### config.mk
export PLATFORM = sky130hd
export DESIGN_NAME = bounded_message_deque_core
export DESIGN_NICKNAME = d
export VERILOG_FILES = /design/src/hdl/bmd_pkg.sv /design/src/hdl/bmd_ram.sv /design/src/hdl/bmd_ctrl.sv /design/src/hdl/bounded_message_deque_core.sv
export SDC_FILE = /design/constraint.sdc
export NUM_CORES = 1
export LEC_CHECK = 0
export ABC_AREA = 1
export BUFFER_PORTS_ARGS = -buffer_cell sky130_fd_sc_hd__buf_4
export CAP_MARGIN = 20
export CORE_ASPECT_RATIO = 0.8
export CORE_MARGIN = 3
export CORE_UTILIZATION = 56
export CTS_CLUSTER_DIAMETER = 80
export DETAILED_ROUTE_END_ITERATION = 8
export PLACE_DENSITY = 0.77
export RECOVER_POWER = 25
export SYNTH_ARGS = -nofsm -noshare
export SYNTH_HDL_FRONTEND = slang
export SYNTH_SLANG_ARGS = --single-unit
### constraint.sdc
create_clock -name clk -period 4.1 [get_ports clk]
set_input_delay 0.41 -clock clk [delete_from_list [all_inputs] [get_ports clk]]
set_output_delay 0.41 -clock clk [all_outputs]
set_load 0.02 [all_outputs]
### src/hdl/bmd_pkg.sv
package bmd_pkg;

	localparam int DEPTH_DEF     = 16;
	localparam int ITEM_BITS_DEF = 32;

	localparam int CMD_W    = 3;
	localparam int DATA_W   = 32;
	localparam int STATUS_W = 2;
	localparam int LEN_W    = 5;

	localparam logic [LEN_W-1:0] LEN_RESET = 5'd16;

	typedef enum logic [CMD_W-1:0] {
		CMD_SEND_BACK  = 3'd0,
		CMD_SEND_FRONT = 3'd1,
		CMD_OVERWRITE  = 3'd2,
		CMD_RECEIVE    = 3'd3,
		CMD_PEEK       = 3'd4
	} cmd_t;

	typedef enum logic [STATUS_W-1:0] {
		ST_OK           = 2'd0,
		ST_FULL         = 2'd1,
		ST_EMPTY        = 2'd2,
		ST_NO_OVERWRITE = 2'd3
	} status_t;

	// per-request result handed from the control path to the output stage
	typedef struct packed {
		status_t           status;
		logic              rd_en;
		logic [LEN_W-1:0]  waiting;
		logic [LEN_W-1:0]  spaces;
	} resp_t;

endpackage

### src/hdl/bmd_ram.sv
module bmd_ram #(
	parameter int WIDTH = 32,
	parameter int DEPTH = 16
) (
	input  logic                                  clk,
	input  logic                                  we,
	input  logic [(DEPTH > 1 ? $clog2(DEPTH) : 1)-1:0] waddr,
	input  logic [WIDTH-1:0]                      wdata,
	input  logic                                  re,
	input  logic [(DEPTH > 1 ? $clog2(DEPTH) : 1)-1:0] raddr,
	output logic [WIDTH-1:0]                      rdata
);

	logic [WIDTH-1:0] mem [DEPTH];
	logic [WIDTH-1:0] rdata_q;

	always_ff @(posedge clk) begin
		if (we)
			mem[waddr] <= wdata;
		if (re)
			rdata_q <= mem[raddr];
	end

	assign rdata = rdata_q;

endmodule

### src/hdl/bmd_ctrl.sv
module bmd_ctrl #(
	parameter int DEPTH = bmd_pkg::DEPTH_DEF,
	localparam int AW = (DEPTH > 1) ? $clog2(DEPTH) : 1
) (
	input  logic                      clk,
	input  logic                      arst_n,
	input  logic                      req,
	input  logic [bmd_pkg::CMD_W-1:0] cmd,
	input  logic                      cfg_we,
	input  logic [bmd_pkg::LEN_W-1:0] cfg_data,
	output logic                      mem_we,
	output logic [AW-1:0]             mem_waddr,
	output logic                      mem_re,
	output logic [AW-1:0]             mem_raddr,
	output bmd_pkg::resp_t            resp
);

	localparam int CW = $clog2(DEPTH + 1);
	localparam int LW = (CW > bmd_pkg::LEN_W) ? CW : bmd_pkg::LEN_W;

	logic [bmd_pkg::LEN_W-1:0] queue_length_q;
	logic [AW-1:0]             head_q;
	logic [CW-1:0]             count_q;

	logic [LW-1:0] len_wide;
	logic [CW-1:0] len;
	logic          full;
	logic          empty;
	logic [CW:0]   tail_sum;
	logic [AW-1:0] tail;
	logic [AW-1:0] head_dec;
	logic [AW-1:0] head_inc;
	logic [AW-1:0] head_n;
	logic [CW-1:0] count_n;
	bmd_pkg::status_t status;

	always_comb begin
		len_wide = LW'(queue_length_q);
		if (len_wide == '0)
			len_wide = LW'(1);
		else if (len_wide > LW'(DEPTH))
			len_wide = LW'(DEPTH);
	end
	assign len = len_wide[CW-1:0];

	assign full  = (count_q >= len);
	assign empty = (count_q == '0);

	assign tail_sum = (CW + 1)'(head_q) + (CW + 1)'(count_q);
	assign tail     = (tail_sum >= (CW + 1)'(DEPTH)) ? AW'(tail_sum - (CW + 1)'(DEPTH))
		: AW'(tail_sum);
	assign head_dec = (head_q == '0) ? AW'(DEPTH - 1) : head_q - AW'(1);
	assign head_inc = (head_q == AW'(DEPTH - 1)) ? '0 : head_q + AW'(1);

	always_comb begin
		head_n    = head_q;
		count_n   = count_q;
		status    = bmd_pkg::ST_OK;
		mem_we    = 1'b0;
		mem_waddr = head_q;
		mem_re    = 1'b0;
		mem_raddr = head_q;
		unique case (cmd)
			bmd_pkg::CMD_SEND_BACK: begin
				if (full) begin
					status = bmd_pkg::ST_FULL;
				end else begin
					mem_we    = req;
					mem_waddr = tail;
					count_n   = count_q + CW'(1);
				end
			end
			bmd_pkg::CMD_SEND_FRONT: begin
				if (full) begin
					status = bmd_pkg::ST_FULL;
				end else begin
					mem_we    = req;
					mem_waddr = head_dec;
					head_n    = head_dec;
					count_n   = count_q + CW'(1);
				end
			end
			bmd_pkg::CMD_OVERWRITE: begin
				if (len != CW'(1)) begin
					status = bmd_pkg::ST_NO_OVERWRITE;
				end else begin
					mem_we = req;
					if (empty)
						count_n = CW'(1);
				end
			end
			bmd_pkg::CMD_RECEIVE: begin
				if (empty) begin
					status = bmd_pkg::ST_EMPTY;
				end else begin
					mem_re  = req;
					head_n  = head_inc;
					count_n = count_q - CW'(1);
				end
			end
			bmd_pkg::CMD_PEEK: begin
				if (empty)
					status = bmd_pkg::ST_EMPTY;
				else
					mem_re = req;
			end
			default: ;
		endcase
	end

	always_comb begin
		resp.status  = status;
		resp.rd_en   = mem_re;
		resp.waiting = bmd_pkg::LEN_W'(count_n);
		resp.spaces  = (count_n >= len) ? '0 : bmd_pkg::LEN_W'(len - count_n);
	end

	always_ff @(posedge clk or negedge arst_n) begin
		if (!arst_n) begin
			queue_length_q <= bmd_pkg::LEN_RESET;
			head_q         <= '0;
			count_q        <= '0;
		end else begin
			if (cfg_we)
				queue_length_q <= cfg_data;
			if (req) begin
				head_q  <= head_n;
				count_q <= count_n;
			end
		end
	end

	a_count_bound: assert property (@(posedge clk) disable iff (!arst_n)
		count_q <= CW'(DEPTH))
		else $error("item count above storage depth");

	a_head_bound: assert property (@(posedge clk) disable iff (!arst_n)
		head_q <= AW'(DEPTH - 1))
		else $error("head slot out of range");

	a_receive_pops: assert property (@(posedge clk) disable iff (!arst_n)
		req && cmd == bmd_pkg::CMD_RECEIVE && !empty |=> count_q == $past(count_q) - CW'(1))
		else $error("receive did not remove one item");

	a_full_refused: assert property (@(posedge clk) disable iff (!arst_n)
		req && (cmd == bmd_pkg::CMD_SEND_BACK || cmd == bmd_pkg::CMD_SEND_FRONT) && full
		|=> $stable(count_q) && $stable(head_q))
		else $error("send to a full deque changed state");

	a_no_write_on_read: assert property (@(posedge clk) disable iff (!arst_n)
		!(mem_we && mem_re))
		else $error("one request both writes and reads the store");

endmodule

### src/hdl/bounded_message_deque_core.sv
// Bounded message deque core.
// Requests: drive cmd and item_data with start high; a request is taken at
// any rising edge where start is high and busy is low. busy stays low, so a
// new request may be issued every cycle.
// Commands: send back, send front, overwrite (only with length one),
// receive and peek. The result appears in the cycle after the request is
// taken, for exactly one cycle, marked by done: status, read_data (front
// item for a good receive or peek, else zero), waiting_count and
// spaces_left after the command.
// The result is registered, as is the read of the slot memory;
// throughput is one request per cycle, since head and count update at the
// request edge and the memory is written or read at that same edge.
// queue_length must be written through cfg_we/cfg_data only while no request
// is in flight (not enforced); 0 acts as 1, values above DEPTH act as DEPTH.
// Reset clears head, count and done and sets the length to 16; the result
// fields and slot contents are left as they are. The receiver cannot stall:
// each result must be taken in the cycle it is shown.
module bounded_message_deque_core #(
	parameter int DEPTH     = bmd_pkg::DEPTH_DEF,
	parameter int ITEM_BITS = bmd_pkg::ITEM_BITS_DEF
) (
	input  logic                         clk,
	input  logic                         arst_n,
	input  logic                         start,
	output logic                         busy,
	input  logic [bmd_pkg::CMD_W-1:0]    cmd,
	input  logic [bmd_pkg::DATA_W-1:0]   item_data,
	input  logic                         cfg_we,
	input  logic [bmd_pkg::LEN_W-1:0]    cfg_data,
	output logic                         done,
	output logic [bmd_pkg::STATUS_W-1:0] status,
	output logic [bmd_pkg::DATA_W-1:0]   read_data,
	output logic [bmd_pkg::LEN_W-1:0]    waiting_count,
	output logic [bmd_pkg::LEN_W-1:0]    spaces_left
);

	localparam int AW = (DEPTH > 1) ? $clog2(DEPTH) : 1;

	logic                 req;
	logic                 mem_we;
	logic [AW-1:0]        mem_waddr;
	logic                 mem_re;
	logic [AW-1:0]        mem_raddr;
	logic [ITEM_BITS-1:0] mem_wdata;
	logic [ITEM_BITS-1:0] mem_rdata;
	logic [bmd_pkg::DATA_W-1:0] rdata_ext;
	bmd_pkg::resp_t       resp;
	bmd_pkg::resp_t       resp_s1;
	logic                 valid_s1;

	assign busy = 1'b0;
	assign req  = start && !busy;

	bmd_ctrl #(
		.DEPTH(DEPTH)
	) u_ctrl (
		.clk       (clk),
		.arst_n    (arst_n),
		.req       (req),
		.cmd       (cmd),
		.cfg_we    (cfg_we),
		.cfg_data  (cfg_data),
		.mem_we    (mem_we),
		.mem_waddr (mem_waddr),
		.mem_re    (mem_re),
		.mem_raddr (mem_raddr),
		.resp      (resp)
	);

	// items are kept to ITEM_BITS in the store
	generate
		if (ITEM_BITS >= bmd_pkg::DATA_W) begin : g_wide
			assign mem_wdata = ITEM_BITS'(item_data);
			assign rdata_ext = mem_rdata[bmd_pkg::DATA_W-1:0];
		end else begin : g_narrow
			assign mem_wdata = item_data[ITEM_BITS-1:0];
			assign rdata_ext = bmd_pkg::DATA_W'(mem_rdata);
		end
	endgenerate

	bmd_ram #(
		.WIDTH(ITEM_BITS),
		.DEPTH(DEPTH)
	) u_slots (
		.clk   (clk),
		.we    (mem_we),
		.waddr (mem_waddr),
		.wdata (mem_wdata),
		.re    (mem_re),
		.raddr (mem_raddr),
		.rdata (mem_rdata)
	);

	always_ff @(posedge clk or negedge arst_n) begin
		if (!arst_n) begin
			valid_s1 <= 1'b0;
		end else begin
			valid_s1 <= req;
		end
	end

	always_ff @(posedge clk) begin
		if (req)
			resp_s1 <= resp;
	end

	assign done          = valid_s1;
	assign status        = resp_s1.status;
	assign read_data     = resp_s1.rd_en ? rdata_ext : '0;
	assign waiting_count = resp_s1.waiting;
	assign spaces_left   = resp_s1.spaces;

	a_done_follows: assert property (@(posedge clk) disable iff (!arst_n)
		req |=> done)
		else $error("request without result");

	a_no_spurious: assert property (@(posedge clk) disable iff (!arst_n)
		!req |=> !done)
		else $error("result without request");

	a_read_zero: assert property (@(posedge clk) disable iff (!arst_n)
		done && status != bmd_pkg::ST_OK |-> read_data == '0)
		else $error("refused request returned data");

endmodule

# Yosys cells after proc, flatten, opt, wreduce, memory -nomap -nowiden
# Memories as Yosys holds them, arrays and structs flattened. A register that Yosys moved wholly into a read port is not among the register bits.
# Cells that the tools add are included.
# W data, S select, Z words.
# totals
register_bits,28
mem_bits_rw,512
in_bits,44
output_inout_bits,46
memories,1
# op_classes
add_sub_neg,7
order_cmp,4
n_eq_ne,7
n_mux,27
reduce_logical,8
# memory_table
name,depth,word_bits,read_ports,rd_ports_with_merged_regs,write_ports,line_no,source
u_slots.mem,16,32,1,1,1,bmd_ram.sv:14,logic [WIDTH-1:0] mem [DEPTH];
# ops
cell,count
$mux W32,1
$mux W5,6
$mux W4,6
$pmux W4 S2,2
$pmux W5 S3,1
$ge A5 B5 Y1,2
$logic_not A5 Y1,2
$sub A4 B1 Y4 const B,2
$mux W1,7
$add A4 B5 Y6,1
$eq A3 B2 Y1 const B,2
$ge A6 B5 Y1 const B,1
$pmux W2 S3,1
$add A5 B1 Y5 const B,1
$gt A5 B5 Y1 const B,1
$ne A5 B1 Y1 const B,1
$sub A5 B1 Y5 const B,1
$sub A5 B5 Y5,1
$add A4 B1 Y4 const B,1
$eq A4 B4 Y1 const B,1
$logic_not A4 Y1,1
$mux W2,2
$reduce_or A2 Y1,2
$eq A3 B1 Y1 const B,1
other kinds (6),6

# Depth between registers and ports, before layout
# Gate-level depths: netlist of the first run.
# logic_depth
ltp_word,8
ltp_mapped,25
mapped_depth_nobuf,24

# Hierarchy
# From an unflattened synthesis of the first run, not the netlist that was laid out.
# unflattened
hier_cells,2503
hier_area_um2,25682.1
# by_module_without_submodules
module,n_inst,cells_each,area_each_um2
bmd_ram,1,2120,23050.9
bmd_ctrl,1,288,1840.5
bounded_message_deque_core,1,95,790.8

# Least setup slack after synthesis of the first run
# No wires, ideal clock.
# synth_path
path_kind,flip-flop to flip-flop
startpoint,register u_ctrl.queue_length_q[4] (netlist name)
endpoint,memory u_slots.mem[11][0] (enable)
t_arrival_ps,3554
required_ps,3679
setup_slack_ps,125
stages_incl_launch_ff,17
path_buffers,1
period_less_slack_ps,3975
cell_sequence,dfstp_2 > inv_1 > nand3_1 > inv_1 > a21oi_1 > inv_1 > ha_1 > inv_1 > nand2_1 > nand2_2 > nand3_4 > buf_8 > o211ai_2 > nand2_1 > nor2_2 > nand3_1 > nor2_1
# synth_via
elab_chain_cells,8
# synth_rtl
element,line_no,source
"start, declared",bmd_ctrl.sv:21,logic [bmd_pkg::LEN_W-1:0] queue_length_q;
"start signal, assigned",bmd_ctrl.sv:120,queue_length_q <= bmd_pkg::LEN_RESET;
"start signal, assigned",bmd_ctrl.sv:125,queue_length_q <= cfg_data;
$gt A5 B5 Y1,bmd_ctrl.sv:41,else if (len_wide > LW'(DEPTH))
$mux W5,bmd_ctrl.sv:41,
$mux W5 *,bmd_ctrl.sv:39,if (len_wide == '0)
$ge A5 B5 Y1 or $ne A5 B1 Y1 (tied branches),"bmd_ctrl.sv:46, bmd_ctrl.sv:84",
"$mux W1, on equally long branches","bmd_ctrl.sv:65, bmd_ctrl.sv:74, bmd_ctrl.sv:84",
$pmux W1 S2,bmd_ctrl.sv:63,unique case (cmd)
$mux W1,bmd_ram.sv:18,if (we)
$mux W1 (implied by the code),bmd_ram.sv:19,mem[waddr] <= wdata;
"end, declared",bmd_ram.sv:14,
# Every way passes the cells marked *; elsewhere a longest branch is shown, timed or not.

==> impl_metrics.tcl, run 1 <==
set metrics [dict create \
    status "complete, no violations" \
    cts.sinks 572 \
    crit_path_end_kind "register" \
    globalplace.congestion 0.841 \
    holdCritPathClass "input port to register" \
    grt.busiest_layer "met2" \
    grt_usage_pct 24.5 \
    max_freq_mhz 267 \
    grt_max_degree 261 \
    finalSetupViolations 0 \
    critical_path_class "register to register" \
    grt_pass1_vias 14691 \
    cts_buffers 51 \
    synth.net_count 1877 \
    antenna_found_initial 1 \
    start_util_pct 57.1 \
    use_met3_pct 3.87 \
    p_per_area_mw_per_mm2 642 \
    startpoint_type "register" \
    yosysWarnings 0 \
    whs_ns 0.0326 \
    nets 1943 \
    cts_tree "yes" \
    viasPerCell 6.12 \
    use_met1_pct 35.7 \
    wirelength_um 54200 \
    synth.largest_area_cell "edfxtp_1" \
    slew_headroom_pct 18.9 \
    fp.coreArea_sq_mm 0.0410 \
    htree_num_levels 2 \
    die_h_um 189 \
    drive_gt1_share_pct 13.6 \
    fp-row-count 66 \
    drtPass1Iterations 5 \
    arrival_ns 4.09 \
    async_flop_share_pct 2.62 \
    synth-edff-count 557 \
    synth_seq_cells 572 \
    drc_errors 0 \
    dr.first_iter.drc_count 1798 \
    clockBufferDepth 3 \
    grt_pass1_wl_um 83500 \
    area_delta_synth_final_pct 12.5 \
    fillerInstances 3007 \
    path_clk_slew_ns 0.06 \
    finalHoldViolCount 0 \
    maxCapViolCount 0 \
    overflow 0 \
    die_area_sq_mm 0.0442 \
    ios 90 \
    layout_min_cycle_time_ns 3.75 \
    netlist_instances 1813 \
    crit_required_ns 4.44 \
    port_buffers 88 \
    synth_area_sq_mm 0.0234 \
    vias 15068 \
    cts_root_buf "clkbuf_16" \
    synth-main-ff-cell "edfxtp_1" \
    vdd.ir_drop.worst_mv 0.516 \
    yosysUniqueCellTypes 48 \
    fin_skew_ns 0.0134 \
    synthTopCellsByCount "557 x edfxtp_1, 285 x nor2_1, 265 x o21ai_0" \
    ys_seq_area_share_pct 73.2 \
    tightest_slew_ns 1.22 \
    grtUsageMet2_pct 38.3 \
    ant_nets 0 \
    wl_per_cell_um 22.0 \
    dp_hpwl_um 29600 \
    finalCritPeriodShare_pct 91.4 \
    leakage_nw 8.97 \
    syn_avg_cell_area_sq_um 12.9 \
    synthTopCellsByArea "edfxtp_1 72%, o21ai_0 5.7%, nor2_1 4.6%" \
    synth.top_cell.area_share_pct 71.6 \
    path_max_fanout 6 \
    clk-insertion-delay-late_ns 0.58 \
    synth_most_common_cell "edfxtp_1" \
    finalSetupTns_ns 0 \
    finalMaxSlewViolations 0 \
    die_w_um 234 \
]
[per-stage QoR]
step                      util (%)  instance area [sq um]  instances  power (mW)  worst slack, ns
final                         64.2                  26300       2463        16.9            0.351
after global routing          64.2                  26300       2463        17.8          -0.0317
after CTS                     64.4                  26400       2462        16.9            0.293
after detailed placement      60.5                  24800       2369        12.4            0.312
after global placement        60.5                  24800       2369        12.3            0.437
after floorplan                  -                  23400       1813        10.8            0.125
[power by group]
group / switching (mW) / total [mW] / internal, mW / leakage (nW)
Combinational: 3.76 / 5.40 / 1.63 / 3.00
Clock: 2.01 / 4.51 / 2.50 / 0.755
Sequential: 0.138 / 6.97 / 6.83 / 5.21
[metal layers]
| metal | share of wire [%] | up-vias | wire length, um |
|---|---|---|---|
| li1 | - | 6776 | - |
| met1 | 43 | 7475 | 23100 |
| met2 | 46 | 710 | 25100 |
| met3 | 8.3 | 107 | 4510 |
| met4 | 2.8 | 0 | 1510 |
| met5 | 0 | - | 0 |
[final cells by class]
| type | count | area, sq um | share of cell area [%] |
|---|---|---|---|
| flip-flops and latches | 572 | 17100 | 65.1 |
| multi-input cells | 1028 | 5480 | 20.8 |
| clock buffers | 69 | 1390 | 5.27 |
| repair buffers | 137 | 1110 | 4.23 |
| well taps | 544 | 681 | 2.59 |
| inverters | 89 | 340 | 1.29 |
| clock inverters | 23 | 171 | 0.652 |
| diodes | 1 | 2.50 | 0.00952 |
[state kept, by name, summed over array words and instances (netlist names)]
| name | count |
|---|---|
| spaces_left | 5 |
| done | 1 |
| u_ctrl.queue_length_q | 5 |
| u_ctrl.mem_raddr | 4 |
| waiting_count | 5 |
| u_slots.mem | 512 |
| u_slots.rdata | 32 |
| status | 2 |
| u_ctrl.count_q | 5 |
| resp_s1 | 1 |
[final timing paths]
check	end	cells past startpoint	from	slack [ns]
worst max-delay path	spaces_left[4]$_SDFFCE_PP0P_	22	u_ctrl.queue_length_q[4]$_DFFE_PN1P_	0.35
worst min-delay path	u_ctrl.queue_length_q[2]$_DFFE_PN0P_	3	cfg_data[2]	0.03
worst max register to register	spaces_left[4]$_SDFFCE_PP0P_	22	u_ctrl.queue_length_q[4]$_DFFE_PN1P_	0.35
worst min register to register	u_ctrl.queue_length_q[3]$_DFFE_PN0P_	1	u_ctrl.queue_length_q[3]$_DFFE_PN0P_	0.56
max in group asynchronous	u_ctrl.queue_length_q[4]$_DFFE_PN1P_	2	arst_n	3.60
min in group asynchronous	done$_DFF_PN0_	2	arst_n	0.24
[critical path, stage by stage, from the launching register on]
cell	delay, ns
dfstp_2	0.58
inv_1	0.12
nand3_1	0.16
inv_1	0.07
a21oi_1	0.16
inv_1	0.06
ha_1	0.26
inv_1	0.06
nand2_1	0.06
nand2_2	0.09
nand3_4	0.08
nor2_2	0.15
nand2_1	0.08
o2111ai_1	0.16
ha_1	0.26
inv_1	0.07
fa_1	0.44
a221oi_2	0.31
inv_1	0.07
nand3_1	0.10
nand2_1	0.06
inv_1	0.06
nor2_2	0.04
[cells in the final DEF (no fill, tap or decap), types with 9 or more instances in the layout]
cell	count
buf_12	14
buf_4	97
clkbuf_1	41
clkbuf_16	53
clkinv_1	12
dfrtp_1	11
edfxtp_1	557
ha_1	18
inv_1	68
inv_2	18
nand2_1	150
nand2_2	9
nand3_1	80
nor2_1	268
nor2_4	19
o211ai_1	14
o21ai_0	265
o21ai_1	10
o221ai_1	52
o22ai_1	76
[kinds of logic after synthesis]
kind of cell               synth area share, %
and+or+nand+nor                           10.2
AOI/OAI and AO/OA                         11.1
other                                   0.0160
adders and majority gates                 1.14
muxes                                   0.0482
xor gates and xnor gates                 0.375
buffers and inverters                     3.97
DFF                                       73.2
[timing repair]
| item | 4_1_cts | 5_1_grt |
|---|---|---|
| gates resized for setup | 0 | 1 |
| buffers inserted | 0 | 0 |
| hold buffers | 1 | 0 |
| setup endpoints to repair | 0 | 1 |
| hold endpoints to repair | 15 | 0 |
No activity file was read; power rests on OpenSTA's default activity.
==> run 2, diff against run 1 <==
- CORE_MARGIN: 3 -> default
- HOLD_SLACK_MARGIN: default -> 0.03
==> run 2 against run 1 <==
Compared with the run above:
- non-clock buffer count increased by 1
- wire length increased by 2.5%
- flip-flop and latch count unchanged
- first-iteration DRC count increased by 9.0%
- critical endpoint is now u_slots.mem[9][16]$_DFFE_PP_
- largest cell class unchanged
==> impl_metrics.tcl, run 2 (synthesized netlist as in run 1, its figures left out) <==
set metrics [dict create \
    finalSetupTns_ns 0 \
    grt_max_degree 210 \
    final_cell_area_sq_mm 0.0263 \
    cp_common_cell "inv_1" \
    grt_usage_pct 26.0 \
    start_util_pct 57.2 \
    critical-path-max-stage-delay_ns 0.58 \
    seqCellArea_sq_mm 0.0171 \
    fp-row-count 66 \
    crit_path_end_kind "register" \
    place_inst 2369 \
    status "complete, no violations" \
    regToRegStartpoint "u_ctrl.queue_length_q[4]$_DFFE_PN1P_" \
    fin_skew_ns 0.0217 \
    maxCapViolCount 0 \
    startpoint_type "register" \
    cts_setup_buffers 0 \
    place_area_sq_mm 0.0247 \
    multi_input_area_sq_mm 0.00548 \
    wirelength_um 55600 \
    path_clk_slew_ns 0.07 \
    drive_gt1_share_pct 14.2 \
    cp.depth 18 \
    htree_num_levels 2 \
    reg2regPathDepth 18 \
    die_area_sq_mm 0.0426 \
    viasPerCell 6.12 \
    endpoint "u_slots.mem[9][16]$_DFFE_PP_" \
    crit_buf_inv 6 \
    layout_min_cycle_time_ns 3.80 \
    cts.sinks 572 \
    crit_slowest_cell "dfstp_2" \
    wl_per_cell_um 22.5 \
    layout_commonest_cell "edfxtp_1" \
    grt_pass1_vias 14494 \
    top_register "u_slots.mem" \
    drc_errors 0 \
    overflow 0 \
    ant_nets 0 \
    whs_ns 0.0508 \
    startpoint "u_ctrl.queue_length_q[4]$_DFFE_PN1P_" \
    ios 90 \
    grt_pass1_wl_um 83500 \
    max_freq_mhz 263 \
    cp_cell_sequence "inv_1 > nand3_1 > inv_1 > a21oi_1 > inv_1 > ha_1 > inv_1 > nand2_1 > nand2_2 > nand3_4 > buf_4 > nand2_1 > a21boi_1 > nand2_1 > nand3_1 > nand3_1 > nor2_4 > buf_4" \
    fillerInstances 2971 \
    finalHoldViolCount 0 \
    holdCritPathClass "input port to register" \
    critical_path_class "register to register" \
    cts_root_buf "clkbuf_16" \
    r2r_slack_ns 0.30 \
    dr.first_iter.drc_count 1960 \
    p_per_area_mw_per_mm2 651 \
    finalMaxSlewViolations 0 \
    finalSetupViolations 0 \
    crit_required_ns 4.33 \
    r2r_end "u_slots.mem[9][16]$_DFFE_PP_" \
    largest_register_ffs 512 \
    globalplace.congestion 0.833 \
    tightest_slew_ns 1.04 \
    slew_headroom_pct 30.7 \
    arrival_ns 4.03 \
    vias 15093 \
    n_antenna_cell 0 \
    vdd.ir_drop.worst_mv 0.539 \
    die_h_um 185 \
    cts_buffers 53 \
    nets 1946 \
    die_w_um 230 \
    clockBufferDepth 3 \
    path_max_fanout 19 \
    stdcell_count 2468 \
    port_buffers 88 \
    dp_hpwl_um 31100 \
    area_delta_synth_final_pct 12.5 \
    fp.coreArea_sq_mm 0.0409 \
    cts_tree "yes" \
    cp_top_family "simple AND/OR/NAND/NOR gates" \
    utilization_pct 64.3 \
    layout_common_cells "557 x edfxtp_1, 268 x nor2_1, 265 x o21ai_0, 150 x nand2_1, 104 x buf_4" \
    antenna_found_initial 1 \
    drtPass1Iterations 5 \
    finalCritPeriodShare_pct 92.7 \
    leakage_nw 9.01 \
    clk-insertion-delay-late_ns 0.60 \
]
[run 2: cell types whose count changed in the layout (fill, tap and decap cells not counted), sizes merged]
cell         before  now
bufinv            2    3
clkinv           20   27
clkinvlp          2    1
dlygate4sd3       1    2
inv              88   91
diode             1    0
clkbuf           94   90
buf             111  110
[run 2: metrics by stage]
step                      power (mW)  setup slack (ns)
final                           17.1             0.301
after CTS                       17.1             0.267
after global placement          12.2             0.347
after global routing            17.9          -0.00770
after detailed placement        12.4             0.281
after floorplan                 10.8             0.125
[run 2: tightest hold or removal path, delay by kind of cell]
kind                   cells  cell delay [ns]
AND/OR/NAND/NOR            1             0.04
AO/OA/AOI/OAI              1             0.07
buffers and inverters      1             0.08
[run 2: power by group]
| group | leakage [nW] | switching, mW | total, mW | internal [mW] |
|---|---|---|---|---|
| Combinational | 2.98 | 3.78 | 5.38 | 1.61 |
| Sequential | 5.21 | 0.139 | 6.97 | 6.83 |
| Clock | 0.821 | 2.14 | 4.75 | 2.61 |
| Total | 9.01 | 6.06 | 17.1 | 11.1 |
[run 2: per-layer routing]
metal / up-vias / track usage (%) / routed length (um)
met2: 768 / 40.3 / 25700
li1: 6774 / - / -
met5: - / 0 / 13
met1: 7445 / 38.3 / 23300
met4: 2 / 7.87 / 1320
met3: 104 / 4.18 / 5250
[run 2: how the worst min path moves through the flow]
stage | cells after the start | endpoint | slack (ns) | start
2_1_floorplan | 0 | done$_DFF_PN0_ | 0.11 | arst_n
3_3_place_gp | 1 | done$_DFF_PN0_ | 0.28 | arst_n
3_5_place_dp | 1 | done$_DFF_PN0_ | 0.28 | arst_n
4_1_cts | 3 | u_ctrl.queue_length_q[0]$_DFFE_PN0P_ | 0.03 | cfg_data[0]
5_1_grt | 2 | u_ctrl.queue_length_q[4]$_DFFE_PN1P_ | 0.05 | cfg_we
6_report | 3 | u_ctrl.queue_length_q[0]$_DFFE_PN0P_ | 0.05 | cfg_data[0]
[run 2: final cells by class]
class	instances	area share, %
Clock buffer	64	5.28
Clock inverter	33	1.02
Inverter	89	1.29
Multi-Input combinational cell	1028	20.8
Sequential cell	572	65.1
Tap cell	544	2.59
Timing Repair Buffer	138	3.87
[run 2: what timing repair did]
item                                   CTS  global route
resized for setup                        0             1
setup endpoints to repair                0             1
endpoints found under the hold margin   16             0
hold buffers                             2             0
==> run 3, diff against run 2 <==
- BUFFER_PORTS_ARGS: -buffer_cell sky130_fd_sc_hd__buf_4 -> -buffer_cell sky130_fd_sc_hd__buf_2
- RECOVER_POWER: 25 -> 100
==> run 3 against run 2 <==
Compared with the run above:
- the run now ends with max-capacitance violations, max-slew violations left
- clock-buffer cell count up 2
- clock power up 4.8%
- clock skew up 0.0016 ns
- power up 1.1%
- global-route usage up 0.26 points
- critical path type unchanged
- largest cell class unchanged
- largest power group unchanged
==> impl_metrics.tcl, run 3 (synthesized netlist as in run 1, its figures left out) <==
set metrics [dict create \
    top_register "u_slots.mem" \
    pre_cts_slack_ns 0.226 \
    dp_hpwl_um 31200 \
    grt_pass1_vias 14698 \
    nets 1949 \
    leakage_nw 8.92 \
    start_util_pct 57.2 \
    wirelength_um 55900 \
    drive_gt1_share_pct 12.6 \
    vias 15223 \
    regToRegStartpoint "u_ctrl.mem_raddr[3]$_DFFE_PN0P_" \
    rsz0062_at_grt "true" \
    largest_register_ffs 512 \
    ant_nets 0 \
    dr.first_iter.drc_count 1732 \
    port_buffers 88 \
    stdcell_count 2471 \
    p_per_area_mw_per_mm2 660 \
    drtPass1Iterations 7 \
    finalSetupTns_ns 0 \
    antenna_found_initial 3 \
    finalHoldViolCount 0 \
    globalplace.congestion 0.860 \
    r2r_end "u_slots.rdata[23]$_DFFE_PP_" \
    finalCritPeriodShare_pct 95.2 \
    crit_path_end_kind "register" \
    finalSetupViolations 0 \
    fin_skew_ns 0.0233 \
    vdd.ir_drop.worst_mv 0.395 \
    path_max_fanout 39 \
    finalMaxSlewViolations 42 \
    failed_checks "max-capacitance violations, max-slew violations" \
    layout_commonest_cell "edfxtp_1" \
    maxCapViolCount 2 \
    seqCellArea_sq_mm 0.0171 \
    htree_num_levels 2 \
    layout_min_cycle_time_ns 3.91 \
    drc_errors 0 \
    hold-path-endpoint "u_ctrl.queue_length_q[2]$_DFFE_PN0P_" \
    path_clk_slew_ns 0.06 \
    clockBufferDepth 3 \
    place_inst 2370 \
    crit_required_ns 4.54 \
    hp-start "cfg_data[2]" \
    cts_buffers 54 \
    grt_usage_pct 26.3 \
    max_freq_mhz 256 \
    layout_common_cells "557 x edfxtp_1, 269 x nor2_1, 265 x o21ai_0, 150 x nand2_1, 78 x nand3_1" \
    fp-row-count 66 \
    whs_path_depth 3 \
    grt_pass1_wl_um 84300 \
    area_delta_synth_final_pct 12.2 \
    multi_input_area_sq_mm 0.00547 \
    overflow 0 \
    status "complete, but fails checks" \
    fp.coreArea_sq_mm 0.0409 \
    r2r_slack_ns 0.19 \
    critical_path_class "register to register" \
    die_w_um 230 \
    whs_ns 0.0613 \
    layout_setup_ws_ns 0.195 \
    startpoint_type "register" \
    cts_root_buf "clkbuf_16" \
    viasPerCell 6.16 \
    fillerInstances 2911 \
    clk-insertion-delay-late_ns 0.59 \
    arrival_ns 4.34 \
    cts.sinks 572 \
    die_area_sq_mm 0.0426 \
    tightest_slew_ns 2.63 \
    reg2regPathDepth 5 \
    cts_tree "yes" \
    slew_headroom_pct -75.6 \
    ios 90 \
    grt_max_degree 108 \
    die_h_um 185 \
    holdCritPathClass "input port to register" \
    wl_per_cell_um 22.6 \
]
[run 3: final cells by class]
| type | count | share of cell area, % |
|---|---|---|
| tap | 544 | 2.60 |
| sequential | 572 | 65.3 |
| multi-input combinational | 1028 | 20.9 |
| antenna | 2 | 0.0191 |
| clock inverter | 30 | 1.33 |
| inverter | 89 | 1.30 |
| timing repair buffer | 140 | 3.25 |
| clock buffer | 66 | 5.36 |
[run 3: power breakdown]
group / internal, mW / switching [mW]
combinational: 1.52 / 3.80
sequential: 6.84 / 0.163
clock: 2.88 / 2.10
[run 3: worst max-delay path by stage]
stage / startpoint / end / slack (ns) / cells after the start
floorplan: u_ctrl.queue_length_q[4]$_DFFE_PN1P_ / u_slots.mem[11][0]$_DFFE_PP_ / 0.13 / 16
global placement: u_ctrl.queue_length_q[4]$_DFFE_PN1P_ / spaces_left[4]$_SDFFCE_PP0P_ / 0.31 / 22
detailed placement: u_ctrl.queue_length_q[4]$_DFFE_PN1P_ / spaces_left[4]$_SDFFCE_PP0P_ / 0.23 / 22
CTS: u_ctrl.queue_length_q[4]$_DFFE_PN1P_ / u_slots.mem[15][4]$_DFFE_PP_ / 0.20 / 18
global route: u_ctrl.queue_length_q[4]$_DFFE_PN1P_ / spaces_left[4]$_SDFFCE_PP0P_ / -0.05 / 22
finish: u_ctrl.mem_raddr[3]$_DFFE_PN0P_ / u_slots.rdata[23]$_DFFE_PP_ / 0.19 / 5
[run 3: worst max-delay path, cell delays in order, from the launching register on]
cell and delay, ns:
dfrtp_1 0.47, inv_2 0.45, nor2_1 2.11, buf_4 0.51, nand2_1 0.08, nand3_1 0.12
[run 3: timing repair]
action	in CTS	in global routing
setup buffers	0	2
gates resized for setup	0	4
hold endpoints to repair	15	0
setup endpoints to repair	0	107
hold buffers	1	0
[run 3: routing by layer]
layer / vias up / share of wire, % / track usage, %
met1: 7415 / 41 / 38.0
met2: 908 / 45 / 40.4
met4: 2 / 3.0 / 8.82
met5: - / 0.023 / 0
li1: 6781 / - / -
met3: 117 / 10 / 4.92
[run 3: per-stage QoR]
step	power (mW)	area (sq um)	util, %
floorplan	10.8	23400	-
global placement	12.2	24500	60.0
detailed placement	12.3	24500	60.0
CTS	17.3	26300	64.3
global route	18.1	26200	64.1
finish	17.3	26200	64.1
